$ cat src/design/bb3_pkg.sv
// Shared types and constants of the 3x3 RGB box blur.
// Item structs, window control structs and the reciprocal table for the mean.
// No dependencies.
package bb3_pkg;

  localparam int PIX_W       = 8;
  localparam int FW_W        = 11;   // frame_width register
  localparam int FH_W        = 16;   // frame_height register
  localparam int ROW_W       = 16;   // output row position
  localparam int IN_ROW_W    = 17;   // input row runs one row past the frame while flushing
  localparam int SUM_W       = 12;   // nine 8-bit values
  localparam int CNT_W       = 4;    // up to nine pixels averaged
  localparam int NUM_W       = 13;   // 2*sum + count
  localparam int RECIP_W     = 20;
  localparam int RECIP_SHIFT = 20;
  localparam int PROD_W      = NUM_W + RECIP_W;
  localparam int CFG_IDX_W   = 2;
  localparam int CFG_DATA_W  = 16;

  localparam logic [CFG_IDX_W-1:0] CFG_FRAME_WIDTH  = 2'd0;
  localparam logic [CFG_IDX_W-1:0] CFG_FRAME_HEIGHT = 2'd1;

  localparam logic ACT_PIXEL = 1'b0;
  localparam logic ACT_FLUSH = 1'b1;

  typedef struct packed {
    logic             action;
    logic [PIX_W-1:0] in_red;
    logic [PIX_W-1:0] in_green;
    logic [PIX_W-1:0] in_blue;
  } in_item_t;

  typedef struct packed {
    logic [PIX_W-1:0] out_red;
    logic [PIX_W-1:0] out_green;
    logic [PIX_W-1:0] out_blue;
    logic             frame_end;
  } out_item_t;

  typedef struct packed {
    logic [PIX_W-1:0] red;
    logic [PIX_W-1:0] green;
    logic [PIX_W-1:0] blue;
  } pix_t;

  // One line store entry: the pixel two rows up and the pixel one row up.
  typedef struct packed {
    pix_t top;
    pix_t mid;
  } line_pair_t;

  typedef struct packed {
    pix_t top;
    pix_t mid;
    pix_t bot;
  } win_col_t;

  typedef struct packed {
    logic clear;
    logic shift;
    logic latch;
  } win_ctl_t;

  typedef struct packed {
    logic row_top;
    logic row_bot;
    logic col_left;
    logic col_right;
  } win_mask_t;

  typedef struct packed {
    logic [SUM_W-1:0] red;
    logic [SUM_W-1:0] green;
    logic [SUM_W-1:0] blue;
  } chan_sum_t;

  // ceil(2^20 / (2*count)); exact floor division for any numerator below 2^13.
  function automatic logic [RECIP_W-1:0] bb3_recip(input logic [CNT_W-1:0] cnt);
    logic [RECIP_W-1:0] r;
    case (cnt)
      4'd1:    r = 20'd524288;
      4'd2:    r = 20'd262144;
      4'd3:    r = 20'd174763;
      4'd4:    r = 20'd131072;
      4'd6:    r = 20'd87382;
      4'd9:    r = 20'd58255;
      default: r = '0;
    endcase
    return r;
  endfunction

endpackage

$ cat src/design/bb3_window.sv
// 3x3 neighborhood window of the box blur with masked per-channel sums.
// Shifts in one column per item and registers the in-frame sum and count. Uses bb3_pkg.
module bb3_window
  import bb3_pkg::*;
(
  input  logic             clk_i,
  input  logic             rst_ni,
  input  win_ctl_t         ctl_i,
  input  win_col_t         col_i,
  input  win_mask_t        mask_i,
  output chan_sum_t        sum_o,
  output logic [CNT_W-1:0] cnt_o
);

  pix_t             win_q [3][3];
  pix_t             col_in [3];
  logic [2:0]       row_ok;
  logic [2:0]       col_ok;
  chan_sum_t        sum_d;
  chan_sum_t        sum_q;
  logic [CNT_W-1:0] cnt_d;
  logic [CNT_W-1:0] cnt_q;

  assign col_in[0] = col_i.top;
  assign col_in[1] = col_i.mid;
  assign col_in[2] = col_i.bot;
  assign row_ok    = {mask_i.row_bot, 1'b1, mask_i.row_top};
  assign col_ok    = {mask_i.col_right, 1'b1, mask_i.col_left};

  always_comb begin
    sum_d = '0;
    cnt_d = '0;
    for (int r = 0; r < 3; r++) begin
      for (int c = 0; c < 3; c++) begin
        if (row_ok[r] && col_ok[c]) begin
          sum_d.red   = sum_d.red   + SUM_W'(win_q[r][c].red);
          sum_d.green = sum_d.green + SUM_W'(win_q[r][c].green);
          sum_d.blue  = sum_d.blue  + SUM_W'(win_q[r][c].blue);
          cnt_d       = cnt_d + CNT_W'(1);
        end
      end
    end
  end

  always_ff @(posedge clk_i or negedge rst_ni) begin
    if (!rst_ni) begin
      for (int r = 0; r < 3; r++) begin
        for (int c = 0; c < 3; c++) begin
          win_q[r][c] <= '0;
        end
      end
    end else if (ctl_i.clear) begin
      for (int r = 0; r < 3; r++) begin
        for (int c = 0; c < 3; c++) begin
          win_q[r][c] <= '0;
        end
      end
    end else if (ctl_i.shift) begin
      for (int r = 0; r < 3; r++) begin
        win_q[r][0] <= win_q[r][1];
        win_q[r][1] <= win_q[r][2];
        win_q[r][2] <= col_in[r];
      end
    end
  end

  always_ff @(posedge clk_i) begin
    if (ctl_i.latch) begin
      sum_q <= sum_d;
      cnt_q <= cnt_d;
    end
  end

  assign sum_o = sum_q;
  assign cnt_o = cnt_q;

endmodule

$ cat config.mk
export PLATFORM = sky130hd
export DESIGN_NAME = bb3_window
export DESIGN_NICKNAME = d
export VERILOG_FILES = /design/src/design/bb3_pkg.sv /design/src/design/bb3_window.sv
export SDC_FILE = /design/constraint.sdc
export NUM_CORES = 1
export LEC_CHECK = 0
export ABC_AREA = 1
export BUFFER_PORTS_ARGS = -buffer_cell sky130_fd_sc_hd__buf_4
export CAP_MARGIN = 20
export CORE_MARGIN = 2
export CORE_UTILIZATION = 39
export CTS_CLUSTER_DIAMETER = 40
export DETAILED_ROUTE_END_ITERATION = 12
export GPL_TIMING_DRIVEN = 0
export PLACE_DENSITY = 0.62
export SLEW_MARGIN = 20
export SYNTH_ARGS = -nofsm -noshare
export SYNTH_HDL_FRONTEND = slang
export SYNTH_SLANG_ARGS = --single-unit
export TNS_END_PERCENT = 100
$ cat constraint.sdc
create_clock -name clk_i -period 10.71 [get_ports clk_i]
set_input_delay 0 -clock clk_i [delete_from_list [all_inputs] [get_ports clk_i]]
set_output_delay 0 -clock clk_i [all_outputs]
set_load 0.01 [all_outputs]
==> run metrics <==
Post-DP Area 0.0222 mm²; row cnt 83; worst-skew pair later-pin latency 0.63 ns; Setup CP Type input port to flop; EDFF count, synth 40; Clock Sinks 256; Setup crit end kind flop; Top FF cell, synth dfrtp_1; global route overflow 0; synthesized instance count 2726; WHS 0.0306 ns; first-pass GRT wire length 105000 µm; Worst-Margin Slew 1.15 ns; chip width 233 µm; drt first pass iters 6; CTS max path bufs 3; GPL Wtd Cong 0.981; CP most frequent cell inv_1; largest net degree at the start of global routing 85; Critical Path Start mask_i[1]; WP data required 11.04 ns; max-slew violations 0; FFs w/ async S/R, synth 84.4%; Post-CTS Setup Inserts 0; most frequent cell after synthesis nand2_1; register area share after synthesis 32.3%; layout cells sized above 1 11.4%; DR DRC count 0; unrepaired setup endpoints after global routing false; #FFs+latches synth 256; vias in the first global route 19100; syn nets 3026; Die Area 0.0543 mm²; drt initial violations 1409; Crit Path Max Fanout 10; CTS tree built; initial antenna violation count 0; post-synthesis cell type count 52; worst min path class input port to asynchronous set/reset pin; gr usage total 25.3%; Clock Skew 0.0590 ns; startpoint types input port; DR vias/cell 5.28; Layout Cells excl Fill 3705; PortBufs 117; Mapped Area 0.0205 mm²; met2 Use GR 42.6%; Highest Clock Rate 0.101 GHz; max incr delay on CP 0.56 ns; I/O Pins 121; post-layout util 48.4%; LEAKAGE 0.0119 µW; met1 Usage GRT 31.8%; core area 0.0516 mm²; die height 233 µm; cell taking the most area after synthesis dfrtp_1; clock slew at reported path FFs 0.05 ns; Max Cap Viol 0; Area Growth Syn to Fin 22.3%; routing usage on met3 3.42%; ANT nets after route 0; worst vdd ir 0.000134 V; Synth top cells by count 485 x nand2_1, 472 x inv_1, 247 x o21ai_0; Cell Pwr Density 140 mW/mm²; Final #Nets 3279; clock root buffer clkbuf_16; Design Area, Final 0.0250 mm²; GR peak layer met2; fill count 5001; htree depth 2; # diodes 0; top cells by area, synth dfrtp_1 26%, ha_1 12%, nand2_1 8.9%; routed len/inst 18.5 µm; Initial Util 39.6%; Post-Route WL 68400 µm; Reg2Reg Depth 43; FF-to-FF End sum_o[35]$_DFFE_PP_; Worst Setup EP sum_o[35]$_DFFE_PP_; via count 19600; Avg Synthesized Cell Area 7.50 µm²; reg-to-reg slack, setup 1.08 ns; Placed Cells 3525; Post-DP HPWL 53400 µm; setup violators final 0; Synth top area share 26.4%; Fin. Hold Viols 0; Final TNS setup 0 ns; status complete, no violations; Final min period 9.87 ns; Yosys warnings 0; Crit Reg-Reg Startpoint win_q[208]$_DFFE_PN0P_; Num CTS Buffers 55; period utilization 92.2%; Slowest-stage cell, CP fa_1; Max-slew headroom 23.7%; Arr. time, crit path 10.20 ns
[stage by stage]
stage	setup slack, ns	total power (µW)
3_5_place_dp	-0.177	1670
2_1_floorplan	2.31	1440
6_report	0.836	3490
4_1_cts	0.388	3510
5_1_grt	0.0801	3640
3_3_place_gp	0.0183	1650
[flip-flops by register name, summed over array words and instances, names as in the netlist]
name,flops
sum_o,36
win_q,216
cnt_o,4
[critical path: cells and delay by family]
kind,cells,cell delay (ns)
buf+inv,12,1.63
fa+ha+maj,9,3.89
compound gates,12,2.74
simple gates,14,1.96
[worst min-delay path by stage]
stage | start | to | slack [ns]
6_report | rst_ni | win_q[73]$_DFFE_PN0P_ | 0.03
5_1_grt | rst_ni | win_q[73]$_DFFE_PN0P_ | 0.04
4_1_cts | rst_ni | win_q[73]$_DFFE_PN0P_ | 0.01
3_5_place_dp | rst_ni | win_q[130]$_DFFE_PN0P_ | 0.006
3_3_place_gp | col_i[56] | win_q[152]$_DFFE_PN0P_ | 0.23
2_1_floorplan | rst_ni | win_q[0]$_DFFE_PN0P_ | -0.30
[logic make-up (layout without fill, tap and decap cells)]
group	after synthesis	in the layout	synth area share (%)
AOI/OAI and AO/OA	633	633	17.3
and+or+nand+nor	944	944	21.4
DFF	256	256	32.3
xor gates and xnor gates	91	91	3.90
adders and majority gates	219	219	14.3
buffers and inverters	583	882	10.9
[cell type report]
type	instances	area, µm²	area share, %
Clock inverter	43	551	2.20
Clock buffer	60	1420	5.66
Tap cell	680	851	3.40
Timing Repair Buffer	196	1730	6.92
Inverter	484	1820	7.27
Multi-Input combinational cell	1887	11600	46.5
Sequential cell	256	6610	26.4
Buffer	99	409	1.64
[where the power goes]
part,internal (µW),switching (µW)
sequential,1040,26.6
combinational,224,397
clock,1170,634
[layer usage]
metal	share of wire (%)	wire (µm)
met1	43	29200
met2	47	31900
met3	5.6	3810
met4	5.1	3480
met5	0	0
[layout by cell type (no fill, tap or decap), drive strengths merged]
| cell type | Yosys | final |
|---|---|---|
| o22ai | 147 | 147 |
| xor2 | 54 | 54 |
| a31oi | 17 | 17 |
| o21a | 5 | 5 |
| nor2 | 156 | 156 |
| a211oi | 1 | 1 |
| a21boi | 2 | 2 |
| o21ai | 259 | 259 |
| ha | 195 | 195 |
| a22oi | 1 | 1 |
| o31a | 2 | 2 |
| edfxtp | 40 | 40 |
| dlygate4sd3 | 0 | 76 |
| clkinvlp | 0 | 7 |
| o31ai | 14 | 14 |
| or2 | 18 | 18 |
| a22o | 1 | 1 |
| nor4 | 1 | 1 |
| inv | 484 | 496 |
| fa | 24 | 24 |
| dfrtp | 216 | 216 |
| xnor2 | 37 | 37 |
| o311ai | 1 | 1 |
| o211ai | 6 | 6 |
| a21o | 7 | 7 |
| buf | 18 | 138 |
| nand2 | 532 | 532 |
| bufinv | 0 | 8 |
| a21oi | 162 | 162 |
| o221ai | 2 | 2 |
| clkbuf | 81 | 141 |
| nand3 | 189 | 189 |
| nor3 | 14 | 14 |
| clkinv | 0 | 16 |
| nand4 | 22 | 22 |
| and2 | 5 | 5 |
| nand3b | 7 | 7 |
| o21bai | 6 | 6 |
[what timing repair did]
item,CTS,global route
hold buffers,77,0
hold endpoints to repair,328,0
endpoints found under the setup margin,0,4
gates resized for setup,0,8
No activity file was read; power rests on OpenSTA's default activity.
