--- config.mk ---
export PLATFORM = sky130hd
export DESIGN_NAME = bb3_div
export DESIGN_NICKNAME = d
export VERILOG_FILES = /design/src/design/bb3_pkg.sv /design/src/design/bb3_div.sv
export SDC_FILE = /design/constraint.sdc
export NUM_CORES = 1
export LEC_CHECK = 0
export BUFFER_PORTS_ARGS = -buffer_cell sky130_fd_sc_hd__buf_4
export CAP_MARGIN = 40
export CORE_MARGIN = 10
export CORE_UTILIZATION = 40
export CTS_CLUSTER_DIAMETER = 100
export CTS_CLUSTER_SIZE = 16
export DETAILED_ROUTE_END_ITERATION = 7
export PLACE_DENSITY = 0.54
export SYNTH_ARGS = -nofsm -noshare
export SYNTH_HDL_FRONTEND = slang
export SYNTH_SLANG_ARGS = --single-unit
--- constraint.sdc ---
create_clock -name clk_i -period 10.2 [get_ports clk_i]
set_clock_uncertainty 0.1 [all_clocks]
set_input_delay 3.06 -clock clk_i [delete_from_list [all_inputs] [get_ports clk_i]]
set_output_delay 3.06 -clock clk_i [all_outputs]
set_load 0.03 [all_outputs]
--- src/design/bb3_pkg.sv ---
// Shared types and constants of the 3x3 RGB box blur.
// Item structs, window control structs and the reciprocal table for the mean.
// No dependencies.
package bb3_pkg;

  localparam int PIX_W       = 8;
  localparam int FW_W        = 11;   // frame_width register
  localparam int FH_W        = 16;   // frame_height register
  localparam int ROW_W       = 16;   // output row position
  localparam int IN_ROW_W    = 17;   // input row runs one row past the frame while flushing
  localparam int SUM_W       = 12;   // nine 8-bit values
  localparam int CNT_W       = 4;    // up to nine pixels averaged
  localparam int NUM_W       = 13;   // 2*sum + count
  localparam int RECIP_W     = 20;
  localparam int RECIP_SHIFT = 20;
  localparam int PROD_W      = NUM_W + RECIP_W;
  localparam int CFG_IDX_W   = 2;
  localparam int CFG_DATA_W  = 16;

  localparam logic [CFG_IDX_W-1:0] CFG_FRAME_WIDTH  = 2'd0;
  localparam logic [CFG_IDX_W-1:0] CFG_FRAME_HEIGHT = 2'd1;

  localparam logic ACT_PIXEL = 1'b0;
  localparam logic ACT_FLUSH = 1'b1;

  typedef struct packed {
    logic             action;
    logic [PIX_W-1:0] in_red;
    logic [PIX_W-1:0] in_green;
    logic [PIX_W-1:0] in_blue;
  } in_item_t;

  typedef struct packed {
    logic [PIX_W-1:0] out_red;
    logic [PIX_W-1:0] out_green;
    logic [PIX_W-1:0] out_blue;
    logic             frame_end;
  } out_item_t;

  typedef struct packed {
    logic [PIX_W-1:0] red;
    logic [PIX_W-1:0] green;
    logic [PIX_W-1:0] blue;
  } pix_t;

  // One line store entry: the pixel two rows up and the pixel one row up.
  typedef struct packed {
    pix_t top;
    pix_t mid;
  } line_pair_t;

  typedef struct packed {
    pix_t top;
    pix_t mid;
    pix_t bot;
  } win_col_t;

  typedef struct packed {
    logic clear;
    logic shift;
    logic latch;
  } win_ctl_t;

  typedef struct packed {
    logic row_top;
    logic row_bot;
    logic col_left;
    logic col_right;
  } win_mask_t;

  typedef struct packed {
    logic [SUM_W-1:0] red;
    logic [SUM_W-1:0] green;
    logic [SUM_W-1:0] blue;
  } chan_sum_t;

  // ceil(2^20 / (2*count)); exact floor division for any numerator below 2^13.
  function automatic logic [RECIP_W-1:0] bb3_recip(input logic [CNT_W-1:0] cnt);
    logic [RECIP_W-1:0] r;
    case (cnt)
      4'd1:    r = 20'd524288;
      4'd2:    r = 20'd262144;
      4'd3:    r = 20'd174763;
      4'd4:    r = 20'd131072;
      4'd6:    r = 20'd87382;
      4'd9:    r = 20'd58255;
      default: r = '0;
    endcase
    return r;
  endfunction

endpackage

--- src/design/bb3_div.sv ---
// Rounded mean of the box blur: (2*sum + count) / (2*count) per channel.
// Multiplies by a table reciprocal and takes the high bits. Uses bb3_pkg.
module bb3_div
  import bb3_pkg::*;
(
  input  logic             clk_i,
  input  logic             load_i,
  input  chan_sum_t        sum_i,
  input  logic [CNT_W-1:0] cnt_i,
  output pix_t             pix_o
);

  logic [RECIP_W-1:0] recip;
  logic [NUM_W-1:0]   num_red;
  logic [NUM_W-1:0]   num_green;
  logic [NUM_W-1:0]   num_blue;
  logic [PROD_W-1:0]  prod_red_q;
  logic [PROD_W-1:0]  prod_green_q;
  logic [PROD_W-1:0]  prod_blue_q;

  assign recip     = bb3_recip(cnt_i);
  assign num_red   = {sum_i.red, 1'b0}   + NUM_W'(cnt_i);
  assign num_green = {sum_i.green, 1'b0} + NUM_W'(cnt_i);
  assign num_blue  = {sum_i.blue, 1'b0}  + NUM_W'(cnt_i);

  always_ff @(posedge clk_i) begin
    if (load_i) begin
      prod_red_q   <= PROD_W'(num_red)   * PROD_W'(recip);
      prod_green_q <= PROD_W'(num_green) * PROD_W'(recip);
      prod_blue_q  <= PROD_W'(num_blue)  * PROD_W'(recip);
    end
  end

  assign pix_o.red   = prod_red_q[RECIP_SHIFT +: PIX_W];
  assign pix_o.green = prod_green_q[RECIP_SHIFT +: PIX_W];
  assign pix_o.blue  = prod_blue_q[RECIP_SHIFT +: PIX_W];

endmodule

==> results of run 1 <==
timing repair:
action | in CTS | in global routing
hold buffers | 0 | 0
endpoints found under the setup margin | 0 | 3
gates resized for setup | 0 | 5
synthesized netlist by cell type, types with 5 or more instances:
library cell and count:
inv_1 745, fa_1 452, ha_1 172, nand2_1 149, nor2_1 133, xnor2_1 55
xor2_1 39, a21oi_1 34, edfxtp_1 24, a21o_1 22, o21ai_0 18, clkbuf_1 17
nand3_1 16, and2_1 14, or2_2 11, nand2b_1 10, nand4_1 8, nor2b_1 8
a21oi_2 7, nor3_1 7, a31oi_1 5, and3_1 5, and4_1 5
through the flow:
| stage | setup slack [ns] | total power (uW) | util | instance area [um^2] | TNS, ns |
|---|---|---|---|---|---|
| 2_1_floorplan | 0.9019 | 1140 | - | 18290 | 0 |
| 3_3_place_gp | 0.03724 | 1528 | 0.4336 | 19640 | 0 |
| 3_5_place_dp | -0.03313 | 1540 | 0.4336 | 19640 | -0.03313 |
| 4_1_cts | 0.2383 | 1701 | 0.4360 | 19740 | 0 |
| 5_1_grt | -0.03392 | 1895 | 0.4367 | 19780 | -0.03392 |
| 6_report | 0.3630 | 1676 | 0.4367 | 19780 | 0 |
logic make-up (layout without fill, tap and decap cells):
family / after synthesis / in the layout / synth area share
buffers and inverters: 771 / 844 / 0.1595
AND/OR/NAND/NOR: 384 / 384 / 0.09490
XOR/XNOR: 95 / 95 / 0.04663
other: 2 / 12 / 0.0004116
adder cells (fa/ha/maj): 624 / 624 / 0.6138
AO/OA/AOI/OAI: 117 / 117 / 0.04526
flip-flops: 24 / 24 / 0.03950
report_power, final:
| group | internal, uW | switching, uW | total (uW) |
|---|---|---|---|
| clock network | 78.9 | 57.2 | 136 |
| logic | 542 | 837 | 1380 |
| registers | 153 | 7.24 | 160 |
| total | 774 | 902 | 1680 |
registers in the layout (all words and copies together) (netlist names):
signal and count:
prod_blue_q 8, prod_red_q 8, prod_green_q 8
area by class of cell:
type,instances,area (um^2)
Clock inverter,1,30.03
Multi-Input combinational cell,1232,14690
Inverter,747,2806
Sequential cell,24,720.7
Fill cell,4540,25510
Timing Repair Buffer,93,698.2
Clock buffer,3,75.07
Tap cell,600,750.7
cell usage in the layout, fill, tap and decap left out, types with 2 or more instances in the layout:
| master | instances |
|---|---|
| nor3_1 | 6 |
| o2111ai_1 | 3 |
| or3_1 | 4 |
| or2_2 | 11 |
| a2111oi_0 | 2 |
| inv_1 | 745 |
| a21o_1 | 22 |
| nand2b_1 | 10 |
| xnor2_1 | 54 |
| and3b_1 | 2 |
| a21oi_1 | 33 |
| nand2_1 | 149 |
| and3_1 | 5 |
| o21ai_0 | 18 |
| and2_1 | 14 |
| conb_1 | 12 |
| xor2_2 | 2 |
| nand3b_1 | 3 |
| o21a_1 | 3 |
| o22ai_1 | 3 |
| nor3_2 | 2 |
| nor2_1 | 132 |
| nand4_1 | 8 |
| a31oi_1 | 5 |
| and4_1 | 5 |
| xor2_1 | 37 |
| o211ai_1 | 3 |
| clkbuf_16 | 3 |
| nor2b_1 | 8 |
| a211oi_1 | 2 |
| fa_1 | 452 |
| nand3_1 | 16 |
| o31ai_1 | 2 |
| buf_4 | 93 |
| a21oi_2 | 8 |
| edfxtp_1 | 24 |
| ha_1 | 172 |
path summary, 6_finish.rpt:
path      from               to  slack, ns  cells past startpoint
max   cnt_i[1]  prod_blue_q[27]       0.36                     26
min     load_i  prod_blue_q[21]       3.12                      1
per-layer routing:
layer  vias up  GRT usage
met4         0    0.04495
met3        29    0.01990
met5         -          0
met1      6514     0.2660
li1       5902          -
met2       350     0.3075
==> out/qor.csv, run 1 <==
metric;value;unit
status;complete, no violations;
synth_cell_type_count;63;
synth_edf_count;24;
drive_gt1_frac;0.06429;
routed_wl;49050;um
cts_tree;yes;
hold_ws;3.118;ns
max_freq;101.7;MHz
slew_headroom;0.6059;
coreArea;45280;um^2
clock_path_buffers;2;
synthArstFlopShare;0;
arrival;9.80;ns
nNetsFinal;2767;
synthToLayoutAreaGrowth;8.372;%
first_global_vias;14030;
port_buffers;65;
grt.total_usage;0.1890;
placedCellCount;2696;
antenna_found_initial;0;
critPathLaunchType;primary input;
maxCapViolCount;0;
hold_viol_final;0;
synth_area_per_cell;9.047;um^2
ys_ff_latch;24;
crit_path_max_incr_delay;0.58;ns
ios;66;
critPathBufInv;6;
crit_family;adder cells;
die_x;233.6;um
synth_area;18250;um^2
viasPerCell;4.739;
syn_inst;2017;
p_leak;0.01090;uW
rows;78;
worstSetupPathType;primary input to flip-flop;
synth-warning-count;0;
initial_core_util;0.4030;
crit_top_cell;fa_1;
dieArea;54560;um^2
gp_congestion;0.9409;
grt_max_degree;34;
wl_met2;23030;um
drt-met1-wl;22330;um
grt_pass1_wl;78920;um
cts_made_buffers;3;
synth_top_flop_cell;edfxtp_1;
drtIter0Drc;798;
yosys.area.top_type;fa_1;
clockRootBuffer;clkbuf_16;
drtAntennaViolNets;0;
dp_hpwl;44990;um
power_density;84.73;nW/um^2
fin_crit_sh;0.9644;
cp-end-kind;flip-flop;
min_period;9.837;ns
fin_cells;2700;
hold_path_class;primary input to flip-flop;
met3_length;2720;um
cts_htree_levels;1;
synth_top_cells_by_area;fa_1 50%, inv_1 15%, ha_1 12%;
highest_layer;met4;
vias;12800;
cp_max_fo;10;
ir_worst_vdd;0.00009555;V
post_drt_wl_per_cell;18.17;um
maxSlewViolCount;0;
slowest_stage;fa_1;
clkTransAtPathRegs;0.10;ns
critical_path_required;10.16;ns
cts_setup_buffers;0;
antennaDiodeCount;0;
drc;0;
yosysSeqAreaShare;0.03950;
cts.sinks;24;
setup_viol;0;
synth_top_cell_area_share;0.4959;
drtPass1Iterations;5;
grt-ovfl-total;0;
fp.dieH;233.6;um
worst_slew_pin_slew;0.5762;ns
Power figures use the tool's default switching activity.
==> run 2: changes to the inputs <==
--- a/config.mk
+++ b/config.mk
@@ -7,12 +7,14 @@
 export LEC_CHECK = 0
 export BUFFER_PORTS_ARGS = -buffer_cell sky130_fd_sc_hd__buf_4
 export CAP_MARGIN = 40
+export CELL_PAD_IN_SITES_DETAIL_PLACEMENT = 2
+export CELL_PAD_IN_SITES_GLOBAL_PLACEMENT = 2
 export CORE_MARGIN = 10
 export CORE_UTILIZATION = 40
 export CTS_CLUSTER_DIAMETER = 100
 export CTS_CLUSTER_SIZE = 16
 export DETAILED_ROUTE_END_ITERATION = 7
-export PLACE_DENSITY = 0.54
+export PLACE_DENSITY = 0.79
 export SYNTH_ARGS = -nofsm -noshare
 export SYNTH_HDL_FRONTEND = slang
 export SYNTH_SLANG_ARGS = --single-unit
==> run 2 against run 1 <==
  * First-iteration DRC count decreased by 2.5%
  * Critical path type unchanged
  * Sequential power about the same
  * Non-clock buffer count is 4 higher
  * Final cell count grew 0.15%
  * Fmax shrank 0.53%
  * Utilization is 0.23 points higher
  * Wire length increased by 35%
  * Largest cell class unchanged
  * Count of clock-buffer cells in the layout did not move
  * Highest routed layer unchanged
==> out/qor.csv, run 2 (synthesis gave the netlist of run 1 again) <==
metric;value;unit;change
status;complete, no violations;;unchanged
power_density;91.74;nW/um^2;was 84.73 nW/um^2
maxCapViolCount;0;;unchanged
startpoint;cnt_i[1];;unchanged
clockRootBuffer;clkbuf_16;;unchanged
clock_path_buffers;2;;unchanged
dieArea;54560;um^2;unchanged
drtPass1Iterations;5;;unchanged
rows;78;;unchanged
cts_tree;yes;;unchanged
busiest_layer;met2;;unchanged
grt_use_met2;0.4574;;was 0.3075
cts_made_buffers;3;;unchanged
antennaDiodeCount;0;;unchanged
hold_path_class;primary input to flip-flop;;unchanged
fin_crit_sh;0.9695;;was 0.9644
critPathLaunchType;primary input;;unchanged
arrival;9.85;ns;was 9.80 ns
drc;0;;unchanged
grt-ovfl-total;0;;unchanged
p_leak;0.01096;uW;was 0.01090 uW
ios;66;;unchanged
nNetsFinal;2771;;was 2767
synthToLayoutAreaGrowth;8.941;%;was 8.372%
dp_hpwl;60610;um;was 44990 um
cts.sinks;24;;unchanged
mostFrequentLayoutCells;745 x inv_1, 452 x fa_1, 172 x ha_1;;unchanged
grt_pass1_wl;102000;um;was 78920 um
tns;0;ns;unchanged
first_global_vias;17030;;was 14030
worst_slew_pin_slew;0.6390;ns;was 0.5762 ns
clkTransAtPathRegs;0.11;ns;was 0.10 ns
vias;13720;;was 12800
cp-end-kind;flip-flop;;unchanged
slew_headroom;0.5630;;was 0.6059
antenna_found_initial;0;;unchanged
ir_worst_vdd;0.00005778;V;was 0.00009555 V
cts_setup_buffers;0;;unchanged
drtAntennaViolNets;0;;unchanged
grt.met1_usage;0.2983;;was 0.2660
post_drt_wl_per_cell;24.56;um;was 18.17 um
max_freq;101.1;MHz;was 101.7 MHz
grt.total_usage;0.2516;;was 0.1890
grt_max_degree;34;;unchanged
routed_wl;66400;um;was 49050 um
coreArea;45280;um^2;unchanged
min_period;9.889;ns;was 9.837 ns
drtIter0Drc;778;;was 798
hold_viol_final;0;;unchanged
fin_cells;2704;;was 2700
maxSlewViolCount;0;;unchanged
cts_hold_buffers;0;;unchanged
port_buffers;65;;unchanged
p_total;1824;uW;was 1676 uW
placedCellCount;2700;;was 2696
use_met3;0.02232;;was 0.01990
fp.dieH;233.6;um;unchanged
final_common_cell;inv_1;;unchanged
cts_htree_levels;1;;unchanged
largestRegisters;prod_blue_q x8, prod_green_q x8, prod_red_q x8;;unchanged
setup_viol;0;;unchanged
initial_core_util;0.4030;;unchanged
hp-start;load_i;;unchanged
critical_path_required;10.17;ns;was 10.16 ns
die_x;233.6;um;unchanged
viasPerCell;5.072;;was 4.739
gp_congestion;0.9272;;was 0.9409
cp_max_fo;5;;was 10
drive_gt1_frac;0.07034;;was 0.06429
worstSetupPathType;primary input to flip-flop;;unchanged
## run 2: cell type report
| type | count | area [um^2] |
|---|---|---|
| Multi-Input combinational cell | 1232 | 14760 |
| Tap cell | 600 | 750.7 |
| Sequential cell | 24 | 720.7 |
| Inverter | 747 | 2806 |
| Timing Repair Buffer | 97 | 740.7 |
| Clock inverter | 1 | 30.03 |
| Clock buffer | 3 | 75.07 |
| Fill cell | 5068 | 25400 |
## run 2: final timing paths
| path | end | slack [ns] | depth (start not counted) |
|---|---|---|---|
| max | prod_blue_q[27] | 0.31 | 23 |
| min | prod_blue_q[21] | 3.15 | 1 |
## run 2: through the flow
stage	instance area [um^2]	setup WS, ns	hold slack (ns)	util
floorplan	18290	0.9019	3.073	-
global placement	19680	0.1135	3.410	0.4346
detailed placement	19680	-0.1517	3.416	0.4346
CTS	19780	0.1011	3.143	0.4369
global route	19880	-0.001706	3.165	0.4390
finish	19880	0.3106	3.147	0.4390
## run 2: worst max-delay path, cell delays in order
cell,delay (ns)
buf_4,0.14
ha_1,0.23
fa_1,0.48
a21o_1,0.30
nand2_1,0.20
xor2_2,0.16
nor2_1,0.42
fa_1,0.58
fa_1,0.57
fa_1,0.53
fa_1,0.58
inv_1,0.07
fa_1,0.50
inv_1,0.05
ha_1,0.31
a21oi_1,0.16
o21ai_0,0.19
a221oi_2,0.36
nor3b_1,0.13
a2111oi_4,0.45
o31ai_4,0.13
a21oi_2,0.16
xnor2_1,0.07
## run 2: repair_timing
item / in CTS / in global routing
resized for setup: 0 / 15
endpoints found under the setup margin: 0 / 9
endpoints found under the hold margin: 0 / 0
## run 2: routing by layer
layer,share of wire,vias up
met5,0,-
met2,0.52,377
met3,0.035,109
met4,0.046,0
met1,0.40,7329
li1,-,5901
## run 2: where the power goes
group | switching, uW | internal, uW | total, uW
Combinational | 944 | 574 | 1520
Sequential | 9.90 | 153 | 163
Clock | 62.5 | 79.2 | 142
==> run 3: changes to the inputs <==
--- a/config.mk
+++ b/config.mk
@@ -9,8 +9,8 @@
 export CAP_MARGIN = 40
 export CELL_PAD_IN_SITES_DETAIL_PLACEMENT = 2
 export CELL_PAD_IN_SITES_GLOBAL_PLACEMENT = 2
-export CORE_MARGIN = 10
 export CORE_UTILIZATION = 40
+export CTS_BUF_LIST = sky130_fd_sc_hd__clkbuf_8
 export CTS_CLUSTER_DIAMETER = 100
 export CTS_CLUSTER_SIZE = 16
 export DETAILED_ROUTE_END_ITERATION = 7
==> run 3 against run 2 <==
  * Final cell count decreased by 0.11%
  * Combinational power about the same
  * Count of clock-buffer cells in the layout unchanged
  * First-iteration DRC count decreased by 22%
  * Utilization increased by 0.53 points
==> out/qor.csv, run 3 (synthesis gave the netlist of run 1 again) <==
metric;value;unit;change
status;complete, no violations;;unchanged
cts_made_buffers;3;;unchanged
drtPass1Iterations;5;;unchanged
pre_cts_ws;-0.1983;ns;was -0.1517 ns
power_density;89.37;nW/um^2;was 91.74 nW/um^2
coreArea;44610;um^2;was 45280 um^2
final.setup.worst_slack;0.3544;ns;was 0.3106 ns
clockRootBuffer;clkbuf_8;;was clkbuf_16
cts_htree_levels;1;;unchanged
die_x;215.6;um;was 233.6 um
largestRegisters;prod_blue_q x8, prod_green_q x8, prod_red_q x8;;unchanged
grt_max_degree;34;;unchanged
hold_path_class;primary input to flip-flop;;unchanged
maxSlewViolCount;0;;unchanged
cp_max_fo;9;;was 5
cts_tree;yes;;unchanged
maxCapViolCount;0;;unchanged
max_freq;101.6;MHz;was 101.1 MHz
initial_core_util;0.4091;;was 0.4030
p_leak;0.01094;uW;was 0.01096 uW
rows;77;;was 78
antenna_found_initial;1;;was 0
rsz0062_at_grt;no;;
grt.total_usage;0.2889;;was 0.2516
final_common_cell;inv_1;;unchanged
setup_viol;0;;unchanged
grt-ovfl-total;0;;unchanged
cts_hold_buffers;0;;unchanged
clock_path_buffers;2;;unchanged
dp_hpwl;58580;um;was 60610 um
worst_slew_pin_slew;0.8058;ns;was 0.6390 ns
placed_cell_area;19700;um^2;was 19680 um^2
cts.sinks;24;;unchanged
first_global_vias;16650;;was 17030
dieArea;46480;um^2;was 54560 um^2
nNetsFinal;2775;;was 2771
synthToLayoutAreaGrowth;8.598;%;was 8.941%
post-route-util;0.4443;;was 0.4390
gp_congestion;0.9152;;was 0.9272
min_period;9.846;ns;was 9.889 ns
drtAntennaViolNets;0;;unchanged
ios;66;;unchanged
fin_cells;2701;;was 2704
critical_path_required;10.22;ns;was 10.17 ns
grt_pass1_wl;99330;um;was 102000 um
nFillCells;4926;;was 5068
vias;13410;;was 13720
arrival;9.87;ns;was 9.85 ns
tns;0;ns;unchanged
mostFrequentLayoutCells;745 x inv_1, 452 x fa_1, 172 x ha_1;;unchanged
post_drt_wl_per_cell;23.64;um;was 24.56 um
viasPerCell;4.966;;was 5.072
critPathLaunchType;primary input;;unchanged
fin_crit_sh;0.9653;;was 0.9695
hold_viol_final;0;;unchanged
cp-end-kind;flip-flop;;unchanged
fin_area;19820;um^2;was 19880 um^2
drtIter0Drc;605;;was 778
port_buffers;65;;unchanged
routed_wl;63860;um;was 66400 um
fp.dieH;215.6;um;was 233.6 um
clkTransAtPathRegs;0.15;ns;was 0.11 ns
worstSetupPathType;primary input to flip-flop;;unchanged
drc;0;;unchanged
drive_gt1_frac;0.06879;;was 0.07034
ir_worst_vdd;0.00005643;V;was 0.00005778 V
slew_headroom;0.4489;;was 0.5630
placedCellCount;2696;;was 2700
[run 3: cell types whose count changed in the layout (fill, tap and decap cells not counted), sizes merged]
cell,change
buf,+4
diode,+1
[run 3: layer usage]
metal / vias up / GRT usage / routed length [um]
met1: 7141 / 0.3639 / 26550
met2: 268 / 0.5141 / 32500
met5: - / 0 / 0
met4: 0 / 0.1227 / 3065
li1: 5909 / - / -
met3: 95 / 0.01593 / 1743
[run 3: cell type report]
cell class / count / area (um^2) / area share
sequential: 24 / 720.7 / 0.03637
clock buffer: 3 / 41.29 / 0.002084
tap: 592 / 740.7 / 0.03738
inverter: 747 / 2806 / 0.1416
clock inverter: 1 / 30.03 / 0.001515
multi-input combinational: 1232 / 14700 / 0.7420
antenna: 1 / 2.502 / 0.0001263
timing repair buffer: 101 / 770.7 / 0.03889
[run 3: worst max-delay path, stage by stage]
cell       delay, ns
buf_4           0.14
buf_4           0.19
ha_1            0.22
fa_1            0.45
a21o_1          0.24
nand2_1         0.11
xor2_1          0.13
nor2_1          0.42
inv_1           0.13
fa_1            0.56
inv_1           0.07
fa_1            0.56
fa_1            0.50
fa_1            0.52
inv_1           0.05
fa_1            0.47
inv_1           0.04
ha_1            0.32
a2111oi_0       0.73
a311o_1         0.37
a21oi_2         0.10
nor3_2          0.26
o21bai_2        0.09
xor2_1          0.14
[run 3: worst paths after layout]
kind	start	end	slack (ns)	cells past startpoint
hold / removal	load_i	prod_blue_q[21]	3.10	1
setup / recovery	cnt_i[1]	prod_red_q[26]	0.35	24
[run 3: timing repair]
action / in CTS / in global routing
resized for setup: 0 / 8
buffers inserted: 0 / 0
setup endpoints to repair: 0 / 4
[run 3: per-stage QoR]
| step | total power (uW) | hold slack, ns |
|---|---|---|
| floorplan | 1140 | 3.073 |
| global placement | 1547 | 3.407 |
| detailed placement | 1664 | 3.411 |
| CTS | 1799 | 3.087 |
| global route | 1965 | 3.104 |
| finish | 1771 | 3.097 |
[run 3: power breakdown]
group	internal, uW	switching [uW]	total (uW)
sequential	153	9.32	162
combinational	569	929	1500
clock	53.1	57.8	111
total	775	996	1770
